==> config.mk <==
export PLATFORM = sky130hd
export DESIGN_NAME = lgs_ram
export DESIGN_NICKNAME = d
export VERILOG_FILES = /design/src/rtl/lgs_ram.sv
export SDC_FILE = /design/constraint.sdc
export NUM_CORES = 2
export LEC_CHECK = 0
export BUFFER_PORTS_ARGS = -buffer_cell sky130_fd_sc_hd__buf_2
export CAP_MARGIN = 20
export CORE_MARGIN = 2
export CORE_UTILIZATION = 40
export CTS_CLUSTER_DIAMETER = 120
export DETAILED_ROUTE_END_ITERATION = 8
export GPL_TIMING_DRIVEN = 0
export PLACE_DENSITY = 0.66
export SLEW_MARGIN = 0
export SYNTH_ARGS = -nofsm -noshare
export SYNTH_HDL_FRONTEND = slang
export SYNTH_SLANG_ARGS = --single-unit
==> constraint.sdc <==
create_clock -name clk -period 6.9 [get_ports clk]
set_input_delay 1.035 -clock clk [delete_from_list [all_inputs] [get_ports clk]]
set_output_delay 1.035 -clock clk [all_outputs]
set_load 0.05 [all_outputs]
==> src/rtl/lgs_ram.sv <==
// Generic single-write, single-read synchronous RAM with registered read data.
module lgs_ram #(
  parameter int WIDTH = 64,
  parameter int DEPTH = 64
) (
  input  logic                     clk,
  input  logic                     we,
  input  logic [$clog2(DEPTH)-1:0] waddr,
  input  logic [WIDTH-1:0]         wdata,
  input  logic [$clog2(DEPTH)-1:0] raddr,
  output logic [WIDTH-1:0]         rdata
);

  logic [WIDTH-1:0] mem [DEPTH];

  always_ff @(posedge clk) begin
    if (we) begin
      mem[waddr] <= wdata;
    end
    rdata <= mem[raddr];
  end

endmodule

======== After elaboration in Yosys (flattened, before gate mapping) ========
Memories as Yosys holds them, arrays and structs flattened. A register that Yosys moved wholly into a read port is not among the register bits.
Index checks and enable logic that the tools add are counted.
storage, ports and cells
  flip-flop bits (word level) ............. 0
  RAM bits ................................ 4,096
  bits of input ports ..................... 78
  logic and storage cells ................. 3
  memories ................................ 1
cells by class
  multiplexer cells ....................... 2
memories
  name  depth  bits a word  read ports  clocked after Yosys merged registers in  write ports  line  RTL
  mem   64     64           1           1                                        1            14    logic [WIDTH-1:0] mem [DEPTH];
operators with widths
  cell               number
  1-bit two-way mux  2

======== Depth between registers and ports, before layout ========
  depth in word-level cells ............... 2
  mapped depth ............................ 9
  mapped depth without buffers ............ 5

======== Worst setup path after synthesis ========
No wires, ideal clock.
  kind .................................... input -> register
  from .................................... input port waddr[3]
  to ...................................... memory mem[48][0] (enable)
  setup time .............................. 0.564 ns
  arrival ................................. 5.907 ns
  required time ........................... 6.336 ns
  slack ................................... 0.429 ns
  stages .................................. 4
  path through ............................ clkbuf_1 -> nor2b_1 -> nand4b_1 -> nor3_1
RTL lines
  what                line  RTL
  start: declaration  8     input logic [$clog2(DEPTH)-1:0] waddr,
  end: declaration    14
Straight into the memory's write port.

==> impl_metrics.toml <==
[place]
routabilityCongestion = 0.830
io_buffers = 133
dp_cells = 12200
dpl_worst_slack_ps = 1650
dpl.hpwl_mm = 286

[clock_tree]
htreeDepth = 5
tritoncts = "yes"
cts_hold_buffers = 0
clock_tree.root_cell = "clkbuf_16"
clockBufferDepth = 4
cts_resized = 0
clk_pin_slew_ps = 60
cts_buffers = 400
clkSinkCount = 4160
post_cts_buffers = 0
clk-insertion-delay-late_ps = 950

[yosys]
synthAdderAreaFrac_pct = 0
avgSynthCellArea_um2 = 23.7
netlist_area_mm2 = 0.156
yosys.area_share.xor_xnor_pct = 0
yosys_warnings = 0
synthMuxAreaShare_pct = 15.6
synth-compound-area-share_pct = 2.48
synth_top_area_share_pct = 78.7
synth_cell_type_count = 33
yosys.area.top_type = "edfxtp_1"
syn_inst = 6598
postSynthNetCount = 6676
ys_seq_area_share_pct = 79.5
ys_ff_latch = 4160
synthSimpleGateAreaFrac_pct = 1.24
synth_flop_cell = "edfxtp_1"
async_flop_share_pct = 0
post-synth-top-count-cell = "edfxtp_1"
synth_edf_count = 4096
synthTopCellsByArea = "edfxtp_1 (79%), mux4_2 (15%), mux2i_1 (0.86%)"
synth_common_cells = "edfxtp_1 (4096), mux4_2 (1024), buf_2 (170)"
synth_top_family_by_area = "multiplexers"

[setup_path]
cp_slowest_cell = "a211oi_1"
crit_path_cell_trace = "buf_2 > buf_4 > buf_2 > buf_2 > buf_4 > mux2i_1 > o22ai_1 > a31oi_1 > a211oi_1"
path_buf_inv = 5
endpoint_kind = "flop"
timing.rr.end = "rdata[6]$_DFF_P_"
reg2reg_slack_ps = 4000
reg2regPathDepth = 5
reg2reg_from = "mem[49][6]$_DFFE_PP_"
worstPathMaxFanout = 10
crit_type = "in2reg"
critPathArrivalTime_ps = 5190
cp.required_ps = 7590
startpoint_type = "primary input"
crit_path_max_incr_delay_ps = 1010
worst_path_most_repeated_cell = "buf_2"
crit_family = "compound AO/OA/AOI/OAI gates"

[sta]
worst_slack_ps = 2400
fin_skew_ps = 53.1
fin_crit_sh_pct = 65.2
final_hold_viol_count = 0
setup_viol = 0
slew_violations = 0
slew_headroom_pct = 20.6
worst_pin_slew_ps = 1180
rsz0062_at_grt = "no"
fmax_mhz = 222
fin_crit_ps = 4500

[pwr]
p_int_w = 0.0414
p_sw_share_pct = 21.6
seq_power_share_pct = 53.0
switchingPower_w = 0.0114
combinationalPowerShare_pct = 5.7
powerDensity_mw_per_mm2 = 290
ir_drop_mv = 0.223
p_leak_nw = 56.8
p_clk_share_pct = 41.3

[floorplanning]
ioPinCount = 142
fp.dieW_um = 629
start_util_pct = 40.2
core-area_mm2 = 0.389
chipHeight_um = 629
placementRows = 229
die_area_mm2 = 0.396

[global_routing]
track_usage_pct = 21.2
grt_pass1_vias = 76900
grt_pass1_wl_mm = 593
grt_max_degree = 65
grt-ovfl-total = 0
antenna_found_initial = 53

[flow_run]
maxCapViolations = 0

[worst_hold_path]
hold_end = "mem[55][8]$_DFFE_PP_"
hold_start = "wdata[8]"
hold_depth = 1
min_path_type = "in2reg"

[drt]
dr.first_iter.drc_count = 11500
dr.pass1.iters = 6
wirelength_mm = 427
viasPerCell = 5.89
drc = 0
vias = 76400
routedWlPerCell_um = 33.0
ant_nets = 0

[cells_and_area]
design.final.nets = 7485
area_growth_pct = 16.6
final-instance-count-excl-fill = 13000
final_util_pct = 46.9
drive_gt1_share_pct = 29.8

[status]
outcome = "completed"
how the worst max path moves through the flow:
| stage | slack [ps] | startpoint | cells past startpoint | to |
|---|---|---|---|---|
| after detailed placement | 1650 | raddr[0] | 8 | rdata[23]$_DFF_P_ |
| after global placement | -5970 | waddr[3] | 4 | mem[48][36]$_DFFE_PP_ |
| final | 2400 | raddr[2] | 9 | rdata[6]$_DFF_P_ |
| after CTS | 2640 | raddr[0] | 8 | rdata[23]$_DFF_P_ |
| after global routing | 2640 | raddr[2] | 9 | rdata[6]$_DFF_P_ |
| after floorplan | 430 | waddr[3] | 4 | mem[48][0]$_DFFE_PP_ |
state kept, by name, indices dropped and copies added (netlist names):
| name | count |
|---|---|
| mem | 4096 |
| rdata | 64 |
cell usage in the layout, fill, tap and decap left out, types with 58 or more instances in the layout:
cell	count
clkinv_1	86
clkbuf_1	211
dfxtp_1	64
buf_2	303
a22o_1	88
and3_1	64
o22ai_1	83
clkinv_2	75
mux2i_1	135
mux4_2	1024
a211oi_1	62
nor2_4	62
buf_12	222
edfxtp_1	4096
a22oi_1	168
nand2_1	58
clkbuf_16	413
power groups by stage:
stage               sequential [W]  clock, W  combinational, W
finish                      0.0280    0.0218           0.00302
global route                0.0280    0.0230           0.00312
CTS                         0.0280    0.0220           0.00294
detailed placement          0.0286         0           0.00293
global placement            0.0286         0           0.00278
floorplan                   0.0288         0           0.00130
cell families (layout without fill, tap and decap cells):
kind of cell           count (synthesis)  in the layout
muxes                               1159           1159
buffers and inverters                389           1527
AOI/OAI and AO/OA                    504            504
DFF                                 4160           4160
other                                  0             27
and+or+nand+nor                      386            386
final cells by class:
cell class	instances	area (µm²)
timing repair buffer	407	5960
clock inverter	239	2310
fill	31200	207000
clock buffer	492	10700
sequential	4160	124000
multi-input combinational	2049	30700
buffer	370	1780
antenna	27	67.6
inverter	19	71.3
tap	5197	6500
layer usage:
| metal | GRT usage, % | vias to the layer above | wire length (µm) |
|---|---|---|---|
| met4 | 8.63 | 24 | 19700 |
| met1 | 27.8 | 41000 | 158000 |
| met5 | 0 | - | 149 |
| met3 | 4.29 | 848 | 42100 |
| met2 | 34.8 | 4370 | 208000 |
| li1 | - | 30200 | - |
through the flow:
| step | total power (W) | hold WS (ps) | cell area, µm² | TNS, ps |
|---|---|---|---|---|
| after detailed placement | 0.0315 | 950 | 168000 | 0 |
| after global placement | 0.0314 | 950 | 164000 | -7689920 |
| after floorplan | 0.0301 | 788 | 156000 | 0 |
| after global routing | 0.0541 | 358 | 182000 | 0 |
| final | 0.0529 | 382 | 182000 | 0 |
| after CTS | 0.0530 | 533 | 181000 | 0 |
Note: power is estimated with default switching activity, not from simulation.
