===== config.mk =====
export PLATFORM = sky130hd
export DESIGN_NAME = lgs_row_eval
export DESIGN_NICKNAME = d
export VERILOG_FILES = /design/src/rtl/lgs_pkg.sv /design/src/rtl/lgs_row_eval.sv
export SDC_FILE = /design/constraint.sdc
export NUM_CORES = 1
export LEC_CHECK = 0
export BUFFER_PORTS_ARGS = -buffer_cell sky130_fd_sc_hd__buf_2
export CAP_MARGIN = 40
export CORE_ASPECT_RATIO = 0.6
export CORE_MARGIN = 1.5
export CORE_UTILIZATION = 45
export DETAILED_ROUTE_END_ITERATION = 6
export PLACE_DENSITY = 0.78
export SLEW_MARGIN = 25
export SYNTH_ARGS = -nofsm -noshare
export SYNTH_HDL_FRONTEND = slang
export SYNTH_SLANG_ARGS = --single-unit

===== constraint.sdc =====
create_clock -name vclk -period 7.3
set_input_delay 0 -clock vclk [all_inputs]
set_output_delay 0 -clock vclk [all_outputs]
set_load 0.05 [all_outputs]

===== src/rtl/lgs_pkg.sv =====
// Shared types and constants of the life grid generation step unit.
package lgs_pkg;

  // Command codes on in_cmd
  typedef logic [1:0] cmd_t;
  localparam cmd_t CMD_WRITE = 2'd0;
  localparam cmd_t CMD_READ  = 2'd1;
  localparam cmd_t CMD_STEP  = 2'd2;
  localparam cmd_t CMD_NOP   = 2'd3;

  // Status codes on out_status
  localparam logic STATUS_OK    = 1'b0;
  localparam logic STATUS_RANGE = 1'b1;

  // Configuration register indexes
  typedef logic cfg_idx_t;
  localparam cfg_idx_t CFG_GRID_WIDTH  = 1'b0;
  localparam cfg_idx_t CFG_GRID_HEIGHT = 1'b1;

  // Configuration register values
  typedef logic [6:0] cfg_val_t;
  localparam cfg_val_t GRID_SIZE_RESET = 7'd64;

  // Fixed field widths
  localparam int COORD_W = 6;

  // B3/S23 rule counts and the smallest grid with an inner row
  localparam int BIRTH_COUNT   = 3;
  localparam int SURVIVE_COUNT = 2;
  localparam int MIN_STEP_ROWS = 3;

endpackage


===== src/rtl/lgs_row_eval.sv =====
// Next-generation evaluation of one grid row from its rolling three-row window.
module lgs_row_eval #(
  parameter int MAX_COLUMNS = 64
) (
  input  logic [MAX_COLUMNS-1:0] above,
  input  logic [MAX_COLUMNS-1:0] current,
  input  logic [MAX_COLUMNS-1:0] below,
  input  logic [MAX_COLUMNS-1:0] col_mask,
  output logic [MAX_COLUMNS-1:0] next_row
);

  // pad both edges with dead cells; columns beyond the width are masked dead
  logic [MAX_COLUMNS+1:0] pad_a;
  logic [MAX_COLUMNS+1:0] pad_c;
  logic [MAX_COLUMNS+1:0] pad_b;

  assign pad_a = {1'b0, above   & col_mask, 1'b0};
  assign pad_c = {1'b0, current & col_mask, 1'b0};
  assign pad_b = {1'b0, below   & col_mask, 1'b0};

  always_comb begin
    logic [3:0] n;
    logic       live;
    for (int c = 0; c < MAX_COLUMNS; c++) begin
      n = 4'(pad_a[c]) + 4'(pad_a[c+1]) + 4'(pad_a[c+2])
        + 4'(pad_c[c])                  + 4'(pad_c[c+2])
        + 4'(pad_b[c]) + 4'(pad_b[c+1]) + 4'(pad_b[c+2]);
      live = (n == 4'(lgs_pkg::BIRTH_COUNT)) ||
             (current[c] && (n == 4'(lgs_pkg::SURVIVE_COUNT)));
      // keep cells outside the width untouched
      next_row[c] = col_mask[c] ? live : current[c];
    end
  end

endmodule


== After elaboration in Yosys (flattened, before gate mapping) ==
Index checks and enable logic that the tools add are counted.

* Input port bits: 256
* Bits in registers: 0
* Word-level logic and storage cells: 764

* Multiplexer cells: 64
* Bitwise logic cells: 3
* Eq/ne operators: 128
* Add/sub/neg operators: 441
* Reductions and logical operators: 128

{| class="wikitable"
|+ Operator list
! operator !! number
|-
| adder 4 x 1 -> 4 bit || 252
|-
| equality test 4 x 2 -> 1 bit, second input constant || 128
|-
| adder 3 x 1 -> 4 bit || 63
|-
| bitwise AND 64 bit || 3
|-
| adder 2 x 1 -> 3 bit || 63
|-
| adder 1 x 1 -> 2 bit || 63
|-
| logical AND 1 bit || 64
|-
| logical OR 1 bit || 64
|-
| 2-to-1 mux 1 bit || 64
|}

== Longest topological paths before layout ==
* Word-level depth: 12
* Mapped depth: 13

== Worst setup path after synthesis ==
OpenSTA, ideal clock, no wires.

* Path kind: input to output
* Start: input above[6]
* End: output next_row[6]
* Cell stages on the path: 11
* Setup slack: 3.653 ns
* Arrival time: 3.647 ns
* Buffers on the path: 0
* Cell sequence: nand2_1 -> xor2_1 -> ha_1 -> inv_1 -> fa_1 -> inv_1 -> fa_1 -> and3_2 -> fa_1 -> o21ai_0 -> a222oi_1

* Word-level cells in the longest chain between the ends: 12

{| class="wikitable"
|+ Ends and longest elaborated chain
! what !! RTL line !! RTL
|-
| start, declared || lgs_row_eval.sv:5 || <nowiki>input logic [MAX_COLUMNS-1:0] above,</nowiki>
|-
| bitwise AND 64 bit * || lgs_row_eval.sv:17 || <nowiki>assign pad_a = {1'b0, above & col_mask, 1'b0};</nowiki>
|-
| adder 1 x 1 -> 2 bit * || lgs_row_eval.sv:25 || <nowiki>n = 4'(pad_a[c]) + 4'(pad_a[c+1]) + 4'(pad_a[c+2])</nowiki>
|-
| adder 2 x 1 -> 3 bit * || lgs_row_eval.sv:25 ||
|-
| adder 3 x 1 -> 4 bit * || lgs_row_eval.sv:26 || <nowiki>+ 4'(pad_c[c]) + 4'(pad_c[c+2])</nowiki>
|-
| adder 4 x 1 -> 4 bit * || lgs_row_eval.sv:26 ||
|-
| adder 4 x 1 -> 4 bit * (3 in a row) || lgs_row_eval.sv:27 || <nowiki>+ 4'(pad_b[c]) + 4'(pad_b[c+1]) + 4'(pad_b[c+2]);</nowiki>
|-
| equality test 4 x 2 -> 1 bit || lgs_row_eval.sv:29 || <nowiki>(current[c] && (n == 4'(lgs_pkg::SURVIVE_COUNT)));</nowiki>
|-
| logical AND 1 bit || lgs_row_eval.sv:29 ||
|-
| logical OR 1 bit * || lgs_row_eval.sv:28 || <nowiki>live = (n == 4'(lgs_pkg::BIRTH_COUNT)) ||</nowiki>
|-
| 2-to-1 mux 1 bit * || lgs_row_eval.sv:31 || <nowiki>next_row[c] = col_mask[c] ? live : current[c];</nowiki>
|-
| end, declared || lgs_row_eval.sv:9 || <nowiki>output logic [MAX_COLUMNS-1:0] next_row</nowiki>
|}

Mark *: on every way between the ends. The rest lies on a longest branch, timed or not.

== Worst setup path after layout ==
* Start: input col_mask[35]
* End: output next_row[36]

* Word-level cells in the longest chain between the ends: 12

{| class="wikitable"
|+ Ends and longest elaborated chain
! what !! RTL line !! RTL
|-
| start, declared || lgs_row_eval.sv:8 || <nowiki>input logic [MAX_COLUMNS-1:0] col_mask,</nowiki>
|-
| bitwise AND 64 bit || lgs_row_eval.sv:17 ||
|-
| adder 1 x 1 -> 2 bit || lgs_row_eval.sv:25 ||
|-
| adder 2 x 1 -> 3 bit || lgs_row_eval.sv:25 ||
|-
| adder 3 x 1 -> 4 bit || lgs_row_eval.sv:26 ||
|-
| adder 4 x 1 -> 4 bit || lgs_row_eval.sv:26 ||
|-
| adder 4 x 1 -> 4 bit * (3 in a row) || lgs_row_eval.sv:27 ||
|-
| equality test 4 x 2 -> 1 bit || lgs_row_eval.sv:29 ||
|-
| logical AND 1 bit || lgs_row_eval.sv:29 ||
|-
| logical OR 1 bit * || lgs_row_eval.sv:28 ||
|-
| 2-to-1 mux 1 bit * || lgs_row_eval.sv:31 ||
|}

Marks and branches as above.

==> flow_metrics.env <==
export IMPL_status="completed"
export IMPL_drt_vias_per_instance=5.190
export IMPL_maxSlewHeadroom=0.7662
export IMPL_drt_iter0_drc=601
export IMPL_final_cell_mix="buf_2 (320), inv_1 (257), fa_1 (192), ha_1 (191), nand2_1 (135)"
export IMPL_p_total_mw=1.865
export IMPL_routed_wl_mm=29.57
export IMPL_die_area_um2=27650
export IMPL_ios=320
export IMPL_critPathMaxFanout=6
export IMPL_cts_resized=0
export IMPL_min_delay_start="col_mask[62]"
export IMPL_slew_violations=0
export IMPL_p_clk_frac=0
export IMPL_syn_area_um2=11980
export IMPL_max_slew_worst_pin_slew_ps=348.2
export IMPL_mostFrequentLayoutCell="buf_2"
export IMPL_synth_cells=1452
export IMPL_yosys_area_share_adder=0.5202
export IMPL_criticalPathCategory="in2out"
export IMPL_grt_pass1_vias=10780
export IMPL_wire_per_inst_um=13.84
export IMPL_hold_ws_ps=377.0
export IMPL_arrival_ps=3390
export IMPL_nFillCells=2421
export IMPL_synth_top_family_by_area="adder cells"
export IMPL_synthXorXnorAreaFrac=0.08259
export IMPL_n_clock_buffer=0
export IMPL_synth_mux_area_fraction=0
export IMPL_dp_hpwl_mm=27.38
export IMPL_intPower_mw=0.7020
export IMPL_min_path_cells=3
export IMPL_syn_num_nets=2091
export IMPL_slowest_stage="fa_1"
export IMPL_post_cts_buffers=0
export IMPL_grt_use_total=0.2122
export IMPL_grt_pass1_wl_mm=49.27
export IMPL_maxCapViolations=0
export IMPL_power_density_nw_per_um2=132.8
export IMPL_cp_data_required_time_ps=7300
export IMPL_yosys_warnings=0
export IMPL_die_height_um=129.4
export IMPL_drive_gt1_frac=0.1845
export IMPL_start_kind="input port"
export IMPL_place_congestion=0.8748
export IMPL_antenna_left=0
export IMPL_critPathMostFrequentCell="fa_1"
export IMPL_n_sequential_cell=0
export IMPL_syn_to_final_growth_pct=17.23
export IMPL_sw_frac_of_total=0.6236
export IMPL_portBuffers=320
export IMPL_core_area_um2=26300
export IMPL_path_cells="buf_2, nand2_1, xor2_1, ha_1, inv_1, fa_1, inv_1, fa_1, and3_1, fa_1, o21ai_0, nand3_1, a21oi_1, buf_2"
export IMPL_hold_viol=0
export IMPL_cts_hold_fix_buffers=0
export IMPL_avgSynthCellArea_um2=8.253
export IMPL_grt_max_degree=8
export IMPL_finalSetupViolCount=0
export IMPL_min_to="next_row[62]"
export IMPL_power_frac_comb=1.000
export IMPL_tns_ps=0
export IMPL_grt_overflow=0
export IMPL_nets=2413
export IMPL_antenna_found_initial=6
export IMPL_cp_end_kind="primary output"
export IMPL_regArea_um2=0
export IMPL_ys_types=26
export IMPL_min_path_type="in2out"
export IMPL_seqPwrFrac=0
export IMPL_initial_core_util=0.4556
export IMPL_rsz0062_at_grt="no"
export IMPL_placementRows=46
export IMPL_period_share=0.4638
export IMPL_routed_via_count=11090
export IMPL_yosysSeqAreaShare=0
export IMPL_drc=0
export IMPL_netSwitchingPower_mw=1.163
export IMPL_post_route_util=0.5341
export IMPL_die_x_um=213.7
export IMPL_ir_worst_vdd_uv=104.8
export IMPL_p_leak_nw=8.012
export IMPL_slowest_delay_ps=530
export IMPL_synthSimpleGateAreaFrac=0.1963
export IMPL_drtPass1Iterations=7
export IMPL_timing_fmax_ghz=0.2953
export IMPL_synth_compound_area_frac=0.1201
export IMPL_period_minus_slack_ps=3386
-- critical path: cells and delay by family --
kind                     cells  cell delay, ps
buffers and inverters        4             550
AND/OR/NAND/NOR              3             580
XOR/XNOR                     1             210
adder cells (fa/ha/maj)      4            1680
AO/OA/AOI/OAI                2             370
-- per-layer routing --
layer  vias to the layer above  global-route usage  wire length (um)
met4                         2             0.02154               274
met5                         -                   0                 7
li1                       5474                   -                 -
met2                       242              0.3556             13610
met3                        24             0.01357              1154
met1                      5349              0.3112             14530
-- synth_stat cells --
cell	instances	area, um^2
xor2_1	59	516.8
and2_2	1	7.510
and3_2	1	7.510
nand2b_1	5	31.28
o21ai_2	1	8.760
nor4b_1	1	8.760
inv_2	1	3.750
and3_1	60	375.4
and2_1	65	406.6
ha_1	191	2390
nor2_1	12	45.04
a222oi_1	1	10.01
a31oi_1	1	6.260
nand2_2	1	6.260
fa_1	192	3844
o21bai_1	59	442.9
nand2_1	135	506.7
a221oi_1	3	26.28
inv_1	257	964.7
o21ai_0	61	305.3
a21oi_1	126	630.6
or3b_2	1	8.760
xnor2_1	54	473.0
nand3b_1	53	397.9
nand3_1	110	550.5
a31o_2	1	8.760
-- power groups by stage --
| stage | clock [mW] | sequential (mW) | combinational (mW) |
|---|---|---|---|
| final | 0.0000000917 | 0 | 1.86 |
| after global routing | 0.0000000734 | 0 | 2.10 |
| after CTS | 0 | 0 | 1.88 |
| after detailed placement | 0 | 0 | 1.86 |
| after global placement | 0 | 0 | 1.78 |
| after floorplan | 0 | 0 | 1.39 |
-- worst max path at each step --
stage / start / end / slack [ps]
floorplan: above[6] / next_row[6] / 3650
global placement: col_mask[35] / next_row[36] / 3940
detailed placement: col_mask[35] / next_row[36] / 3910
CTS: col_mask[35] / next_row[36] / 3890
global route: col_mask[35] / next_row[36] / 3730
finish: col_mask[35] / next_row[36] / 3910
-- through the flow --
| step | worst slack [ps] | std cells | cell area, um^2 |
|---|---|---|---|
| floorplan | 3653 | 1452 | 11980 |
| global placement | 3939 | 2132 | 14030 |
| detailed placement | 3909 | 2132 | 14030 |
| CTS | 3885 | 2132 | 14030 |
| global route | 3732 | 2136 | 14040 |
| finish | 3914 | 2137 | 14050 |
-- kinds of logic after synthesis --
| group | count (synthesis) |
|---|---|
| buffers and inverters | 258 |
| xor gates and xnor gates | 113 |
| adders and majority gates | 383 |
| AOI/OAI and AO/OA | 253 |
| and+or+nand+nor | 445 |
-- area by class of cell --
| cell class | instances | area (um^2) | area share |
|---|---|---|---|
| Antenna cell | 5 | 12.51 | 0.0008907 |
| Tap cell | 360 | 450.4 | 0.03207 |
| Timing Repair Buffer | 320 | 1602 | 0.1140 |
| Inverter | 258 | 968.4 | 0.06894 |
| Multi-Input combinational cell | 1194 | 11010 | 0.7841 |
No activity file was read; power rests on OpenSTA's default activity.
